--- src/sv/pwsd_pkg.sv ---
// Package with the types, constants and sigmoid table of the PID unit with adaptive deadband.
`timescale 1ns / 1ps
package pwsd_pkg;

  localparam int FRAC_BITS   = 16;
  localparam int SIG_DEPTH   = 256;
  localparam int SIG_IDX_W   = $clog2(SIG_DEPTH);
  localparam int SIG_W       = FRAC_BITS + 1;
  localparam int X_SHIFT     = FRAC_BITS + 3;
  localparam int X_W         = X_SHIFT + 1;
  localparam int SIG_FR_W    = X_SHIFT - SIG_IDX_W;
  localparam int DIVN_W      = 52;
  localparam int DIVD_W      = 20;
  localparam int DIV_RADIX   = 2;

  localparam logic [X_W-1:0]        X_LIMIT   = X_W'(8) << FRAC_BITS;
  localparam logic [SIG_W-1:0]      SIG_ONE   = SIG_W'(1) << FRAC_BITS;
  localparam logic signed [34:0]    INT_LIMIT = 35'(100) << FRAC_BITS;
  localparam logic signed [63:0]    OUT_LIMIT = 64'(50) << FRAC_BITS;
  localparam logic [60:0]           MAG_CAP   = 61'(1) << 60;
  localparam logic [DIVD_W-1:0]     US_PER_S  = DIVD_W'(1000000);

  localparam logic signed [31:0] GAIN_P_RST = 32'sd32768;
  localparam logic signed [31:0] GAIN_I_RST = 32'sd6554;
  localparam logic signed [31:0] GAIN_D_RST = 32'sd3277;

  typedef enum logic [2:0] {
    CFG_GAIN_P, CFG_GAIN_I, CFG_GAIN_D, CFG_DZ_THRESHOLD,
    CFG_COEF_MIN, CFG_COEF_MAX, CFG_SIG_SLOPE, CFG_SIG_CENTER
  } cfg_idx_e;

  typedef enum logic [4:0] {
    ST_IDLE, ST_CHECK, ST_RATIO, ST_XMUL, ST_XCAP, ST_TAB, ST_INTERP_MUL, ST_SIG,
    ST_CMUL, ST_COEF, ST_LMUL, ST_LIMIT, ST_DTMUL, ST_DTDIV, ST_DTWAIT, ST_DRMUL,
    ST_DRDIV, ST_DRWAIT, ST_PMUL, ST_PACC, ST_GIMUL, ST_GIACC, ST_GDMLO, ST_GDMHI,
    ST_GDACC, ST_SAT, ST_FIN
  } state_e;

  typedef struct packed {
    logic               mode;
    logic signed [31:0] error_in;
    logic [19:0]        step_time_us;
    logic [12:0]        target_width;
    logic [13:0]        frame_size;
  } pwsd_in_t;

  typedef struct packed {
    logic signed [22:0] drive_out;
    logic               step_rejected;
  } pwsd_out_t;

  typedef logic [SIG_W-1:0] sig_tab_t [SIG_DEPTH+1];

  function automatic logic [SIG_W-1:0] sig_entry(int unsigned k);
    logic [63:0] y, y2, y3, y4, e, den, num, rem, quo;
    y  = (64'(k) << 27) / SIG_DEPTH;
    y2 = (y * y) >> 30;
    y3 = (y2 * y) >> 30;
    y4 = (y3 * y) >> 30;
    e  = ((64'(1) << 30) + y2 / 2 + y4 / 24) - (y + y3 / 6);
    for (int i = 0; i < 6; i++) begin
      e = (e * e) >> 30;
    end
    den = (64'(1) << 30) + e;
    num = 64'(1) << (30 + FRAC_BITS);
    rem = '0;
    quo = '0;
    for (int i = 63; i >= 0; i--) begin
      rem = {rem[62:0], num[i]};
      quo = {quo[62:0], 1'b0};
      if (rem >= den) begin
        rem = rem - den;
        quo[0] = 1'b1;
      end
    end
    return quo[SIG_W-1:0];
  endfunction

  function automatic sig_tab_t build_sig_tab();
    sig_tab_t t;
    for (int k = 0; k <= SIG_DEPTH; k++) begin
      t[k] = sig_entry(k);
    end
    return t;
  endfunction

  localparam sig_tab_t SIG_TAB = build_sig_tab();

  function automatic logic [63:0] mag64(logic signed [63:0] v);
    return v[63] ? 64'(-v) : 64'(v);
  endfunction

  // Product shifted down by the fraction and capped at 2^60, then signed.
  function automatic logic signed [63:0] cap_term(logic [83:0] p, logic neg);
    logic [67:0]        s;
    logic signed [63:0] t;
    s = p[83:FRAC_BITS];
    t = (s > 68'(MAG_CAP)) ? $signed(64'(MAG_CAP)) : $signed({3'b0, s[60:0]});
    return neg ? -t : t;
  endfunction

endpackage

--- src/sv/pwsd_div.sv ---
// Shared radix-4 restoring divider for unsigned quotients.
`timescale 1ns / 1ps
module pwsd_div (
  input  logic                           clk_i,
  input  logic                           rst_ni,
  input  logic                           start_i,
  input  logic [pwsd_pkg::DIVN_W-1:0]    dividend_i,
  input  logic [pwsd_pkg::DIVD_W-1:0]    divisor_i,
  output logic                           done_o,
  output logic [pwsd_pkg::DIVN_W-1:0]    quotient_o
);

  localparam int STEPS = pwsd_pkg::DIVN_W / pwsd_pkg::DIV_RADIX;
  localparam int CNT_W = $clog2(STEPS + 1);

  logic [CNT_W-1:0]              cnt_q;
  logic                          busy_q, done_q;
  logic [pwsd_pkg::DIVD_W:0]     rem_q, rem_d;
  logic [pwsd_pkg::DIVN_W-1:0]   quo_q, quo_d;
  logic [pwsd_pkg::DIVD_W-1:0]   dvsr_q;

  always_comb begin
    rem_d = rem_q;
    quo_d = quo_q;
    for (int i = 0; i < pwsd_pkg::DIV_RADIX; i++) begin
      rem_d = {rem_d[pwsd_pkg::DIVD_W-1:0], quo_d[pwsd_pkg::DIVN_W-1]};
      quo_d = {quo_d[pwsd_pkg::DIVN_W-2:0], 1'b0};
      if (rem_d >= {1'b0, dvsr_q}) begin
        rem_d = rem_d - {1'b0, dvsr_q};
        quo_d[0] = 1'b1;
      end
    end
  end

  always_ff @(posedge clk_i or negedge rst_ni) begin
    if (!rst_ni) begin
      cnt_q  <= '0;
      busy_q <= 1'b0;
      done_q <= 1'b0;
    end else if (start_i) begin
      cnt_q  <= CNT_W'(STEPS);
      busy_q <= 1'b1;
      done_q <= 1'b0;
    end else if (busy_q) begin
      cnt_q <= cnt_q - 1'b1;
      if (cnt_q == CNT_W'(1)) begin
        busy_q <= 1'b0;
        done_q <= 1'b1;
      end
    end else begin
      done_q <= 1'b0;
    end
  end

  always_ff @(posedge clk_i) begin
    if (start_i) begin
      rem_q  <= '0;
      quo_q  <= dividend_i;
      dvsr_q <= divisor_i;
    end else if (busy_q) begin
      rem_q <= rem_d;
      quo_q <= quo_d;
    end
  end

  assign done_o     = done_q;
  assign quotient_o = quo_q;

endmodule

--- config.mk ---
export PLATFORM = sky130hd
export DESIGN_NAME = pwsd_div
export DESIGN_NICKNAME = d
export VERILOG_FILES = /design/src/sv/pwsd_pkg.sv /design/src/sv/pwsd_div.sv
export SDC_FILE = /design/constraint.sdc
export NUM_CORES = 1
export LEC_CHECK = 0
export ABC_AREA = 1
export BUFFER_PORTS_ARGS = -buffer_cell sky130_fd_sc_hd__buf_2
export CAP_MARGIN = 40
export CORE_MARGIN = 2
export CORE_UTILIZATION = 25
export CTS_CLUSTER_DIAMETER = 50
export DETAILED_ROUTE_END_ITERATION = 6
export SLEW_MARGIN = 20
export SYNTH_ARGS = -nofsm -noshare
export SYNTH_HDL_FRONTEND = slang
export SYNTH_SLANG_ARGS = --single-unit
--- constraint.sdc ---
create_clock -name clk_i -period 4.3 [get_ports clk_i]
set_input_delay 0.215 -clock clk_i [delete_from_list [all_inputs] [get_ports clk_i]]
set_output_delay 0.215 -clock clk_i [all_outputs]
set_load 0.03 [all_outputs]
After elaboration in Yosys (flattened, before gate mapping)
Cells that the tools add are included.

operators by class
  muxes and demuxes = 14
  reductions and logical operators = 1
  magnitude comparators = 2
  $add $sub $neg = 3
  eq/ne operators = 2

operators with widths
  cell                                                                     number
  52-bit two-way mux                                                       2
  21-bit by 20-bit greater-or-equal comparator with 1-bit output           2
  20-bit two-way mux                                                       2
  20-bit subtractor                                                        2
  5-bit two-way mux                                                        2
  1-bit two-way mux                                                        8
  5-bit by 1-bit == test with 1-bit output, second input constant          1
  5-bit by 1-bit subtractor with 5-bit output, second input constant       1
  3-bit by 2-bit inequality test with 1-bit output, second input constant  1
  2-bit nonzero test                                                       1

word-level totals
  word-level logic and storage cells = 28
  flip-flop bits (word level) = 99
  bits of input ports = 75
  output and inout port bits = 53

Longest topological paths before layout
  depth after elaboration = 6
  gate-level depth with buffers = 29
  mapped depth without buffers = 28

Least setup slack after synthesis
No wires, ideal clock.

  path kind = register to register
  start = register quo_q, in the netlist quotient_o[51]
  end = register quo_q, in the netlist quotient_o[0] (data pin)
  period minus slack after synthesis = 3540 ps
  stages on the path, launching flop included = 26
  setup time = 265 ps
  path buffers = 1
  path slack = 760 ps
  required time = 4035 ps
  arrival time = 3274 ps
  cell sequence = edfxtp_1 inv_1 ha_1 inv_1 fa_1 nand3_1 nand2_1 nand3_1 nand2_1 a21oi_1 xor2_1 nand2_1 nand2_1 inv_1 ha_1 nand2_1 inv_2 nand2_1 nor2_1 nand3_1 nand4_1 nand2_1 nand2_2 nor2_4 buf_6 o21ai_1

on the way
  word-level cells in the longest chain between the ends = 6
  elaborated cells between the ends (all ways) = 7
  classes of those cells = 1 x add/sub; 2 x order compare; 4 x mux

ends and longest elaborated chain
  item                                                                                                 line                            text
  start, declared                                                                                      pwsd_div.sv:19                  logic [pwsd_pkg::DIVN_W-1:0] quo_q, quo_d;
  start signal, assigned                                                                               pwsd_div.sv:58                  quo_q <= dividend_i;
  start signal, assigned                                                                               pwsd_div.sv:62                  quo_q <= quo_d;
  20-bit subtractor or 21-bit by 20-bit greater-or-equal comparator with 1-bit output (tied branches)  pwsd_div.sv:29, pwsd_div.sv:28
  20-bit two-way mux *                                                                                 pwsd_div.sv:28                  if (rem_d >= {1'b0, dvsr_q}) begin
  21-bit by 20-bit greater-or-equal comparator with 1-bit output *                                     pwsd_div.sv:28
  1-bit two-way mux *                                                                                  pwsd_div.sv:28
  52-bit two-way mux *                                                                                 pwsd_div.sv:60                  end else if (busy_q) begin
  52-bit two-way mux *                                                                                 pwsd_div.sv:56                  if (start_i) begin

Mark *: on every way between the ends. The rest lies on a longest branch, timed or not. The select of a mux whose other input is x is not followed.
A chain may end at the register's enable or synchronous reset.

Worst setup path in the final report
  start = register dvsr_q[9] in the netlist's numbering
  end = register quo_q, in the netlist quotient_o[0] (data pin)

on the way
  word-level cells in the longest chain between the ends = 6
  elaborated cells between the ends (all ways) = 7
  classes of those cells = 1 x add/sub; 2 x order compare; 4 x mux

ends and longest elaborated chain
  item                                                                                                 line                            text
  start, declared                                                                                      pwsd_div.sv:20                  logic [pwsd_pkg::DIVD_W-1:0] dvsr_q;
  start signal, assigned                                                                               pwsd_div.sv:59                  dvsr_q <= divisor_i;
  20-bit subtractor or 21-bit by 20-bit greater-or-equal comparator with 1-bit output (tied branches)  pwsd_div.sv:29, pwsd_div.sv:28
  20-bit two-way mux                                                                                   pwsd_div.sv:28
  21-bit by 20-bit greater-or-equal comparator with 1-bit output *                                     pwsd_div.sv:28
  1-bit two-way mux *                                                                                  pwsd_div.sv:28
  52-bit two-way mux *                                                                                 pwsd_div.sv:60
  52-bit two-way mux *                                                                                 pwsd_div.sv:56

Marks and branches as above.

==> out/results.tsv <==
stage	metric	value	unit
setup_path	Setup crit end kind	flop	
layout	Finished Layout Cells	1418	
placement	hpwl dp	15.3	mm
synthesis	sequential element share of the synthesized area	0.400	
placement	Placed Cells	1394	
timing	Slew HR	0.510	
timing	RSZ-0062 raised after global routing	no	
power	worst vdd ir	0.000360	V
synthesis	ys flop type	edfxtp_1	
layout	Layout area overhead	20.9	%
synthesis	post-synth top area share	0.316	
power	overall power	6.60	mW
layout	share of layout cells above drive strength 1	0.185	
synthesis	Avg Cell Area, Syn	7.27	um2
synthesis	top area cells in the synthesized netlist	edfxtp_1 32%, nand2_1 23%, ha_1 7.7%	
timing	clock skew	9.08	ps
floorplan	core box area	26900	um2
clock_tree	clock-pin transition on the worst setup and hold timing paths	80	ps
synthesis	Post-synth EDFFs	72	
power	Seq pwr share	0.203	
setup_path	Setup Crit Path Kind	flop to flop	
floorplan	Die X	169	um
synthesis	Synth cell types	40	
layout	final instance area	8260	um2
timing	Total Neg Setup Slack	0	ps
setup_path	Critical Path Fanout Max	10	
clock_tree	cts bufs inserted	9	
layout	fin util	0.307	
clock_tree	clk sinks	99	
drt	Routed Wire Length	19.7	mm
timing	Max Slew Vio Count	0	
clock_tree	H-tree depth	3	
timing	Worst Tran Pin Value	734	ps
synthesis	Warnings, synthesis	0	
timing	Period Utilization, post-route	0.919	
worst_hold_path	hold crit path type	input pin to flop	
drt	via count	6362	
setup_path	Worst Path Required	4400	ps
timing	final hold slack	35.5	ps
global_routing	Total GRT Usage	0.135	
drt	TritonRoute pass-1 iters	5	
setup_path	Arr. time, crit path	4050	ps
floorplan	Initial Utilization	0.254	
synthesis	cell taking the most area after synthesis	edfxtp_1	
layout	fin nets	1191	
power	Sw Ratio	0.512	
placement	PortBufs	127	
global_routing	first-pass GRT wire length	30.8	mm
drt	Vias/cell	4.49	
layout	Diodes inserted	0	
placement	pre-CTS WS	125	ps
timing	fmax	253	MHz
synthesis	Post-synth top cells	414 x nand2_1, 103 x inv_1, 72 x edfxtp_1	
timing	final-report hold violation count	0	
global_routing	pin count of the biggest net entering global routing	66	
floorplan	site row count	60	
placement	placed inst area	7860	um2
timing	Tmin final	3950	ps
synthesis	Synthesized Nets	1059	
synthesis	most frequent cell after synthesis	nand2_1	
drt	Routed wire per std cell	13.9	um
global_routing	gr ovfl total	0	
synthesis	post-synthesis sequential element count	99	
layout	fillers	2895	
drt	post-route ant nets	0	
clock_tree	CTS root buf	clkbuf_16	
power	Cell Int Power	3.22	mW
placement	routability congestion estimate	0.900	
power	combinational share of power	0.677	
clock_tree	clk buf depth	2	
floorplan	Die Span Y	169	um
floorplan	Die Area	28700	um2
synthesis	share of flip-flops with an asynchronous set or reset	0.0707	
synthesis	synthesized instance count	940	
timing	post-route setup slack	347	ps
clock_tree	CTS tree	done	
clock_tree	Clk Latency, worst-skew pair	350	ps
power	leakage	4.28	nW
global_routing	antenna violations before repair	0	
outcome	outcome	finished clean	
setup_path	CP startpoint kind	flop	
power	clock share of power	0.120	
run	max_cap viols	0	
floorplan	Ports	128	
timing	final setup vio count	0	
drt	DRC viols	0	
synthesis	cell area after synthesis	6840	um2
power	P_sw	3.38	mW
drt	DR iter-0 viols	400	
power	PwrDens	799	nW/um2
global_routing	vias in the first global route	5954	
-- cell usage in the layout, fill, tap and decap left out, drive strengths merged --
cell	count
o21bai	3
nor3	7
a31oi	3
ha	42
edfxtp	72
a21o	2
dfrtp	7
a22oi	1
clkbuf	10
xnor2	17
or2	7
clkinv	3
nand2	420
a21oi	34
o21ai	32
dfxtp	20
fa	2
nand3	49
clkinvlp	1
a21boi	3
dlygate4sd3	1
buf	140
xor2	9
o21a	1
nor4	1
nor2	52
nand4	8
nand3b	8
inv	122
-- flip-flops by register name (all words and copies together) (netlist names) --
name / cells
busy_q: 1
cnt_q: 5
done_o: 1
dvsr_q: 20
quotient_o: 52
rem_q: 20
-- timing repair --
action                                  CTS  global route
hold buffers                              1             0
buffers inserted                          0             4
gates resized for setup                   0             9
endpoints found under the setup margin    0            21
hold endpoints to repair                  7             0
-- cells by family after synthesis --
family	after synthesis	synth area share
flops	99	0.400
fa+ha+maj	44	0.0827
xor+xnor	26	0.0333
buf+inv	143	0.0858
simple gates	549	0.335
compound gates	79	0.0626
-- worst max-delay path, cell delays in order (launching register included) --
cell and delay [ps]:
edfxtp_1 360, inv_1 130, ha_1 300, nand2_1 150, inv_1 50, a21oi_1 280
nand2_1 120, a21oi_1 280, xor2_1 180, nand2_1 60, nand2_1 110, inv_1 60
ha_1 350, nand2_1 100, nand2_1 90, nand2_1 100, a21oi_1 70, nor2_1 160
nand4_1 140, nand2_2 170, nand2_4 110, nor2_4 120, buf_12 140, o21ai_1 60
-- layer usage --
metal / up-vias / track usage / routed length (um)
met5: - / 0 / 0
met2: 245 / 0.222 / 9050
met1: 2834 / 0.175 / 8790
met3: 33 / 0.0306 / 1470
met4: 0 / 0.0438 / 416
li1: 3250 / - / -
-- power by group through the flow --
stage	combinational [mW]	clock, mW	sequential (mW)
3_3_place_gp	4.12	0	1.36
2_1_floorplan	3.17	0	1.43
5_1_grt	4.97	0.844	1.35
3_5_place_dp	4.13	0	1.35
4_1_cts	4.15	0.816	1.34
6_report	4.47	0.795	1.34
-- cell type report --
type / instances / area (um2) / share of cell area
Clock buffer: 10 / 229 / 0.0277
Clock inverter: 6 / 53.8 / 0.00651
Inverter: 120 / 450 / 0.0545
Multi-Input combinational cell: 701 / 3570 / 0.432
Sequential cell: 99 / 2740 / 0.331
Tap cell: 341 / 427 / 0.0516
Timing Repair Buffer: 141 / 793 / 0.0960
-- worst paths after layout --
check | slack, ps | cells past startpoint | end | start
worst max register to register | 350 | 23 | quotient_o[0] | dvsr_q[9]
worst min register to register | 470 | 2 | rem_q[4] | rem_q[4]
worst min-delay path | 40 | 1 | dvsr_q[8] | divisor_i[8]
max in group asynchronous | 3880 | 2 | cnt_q[3] | rst_ni
min in group asynchronous | 260 | 2 | cnt_q[0] | rst_ni
worst max-delay path | 350 | 23 | quotient_o[0] | dvsr_q[9]
(Power assumes the default switching activity.)
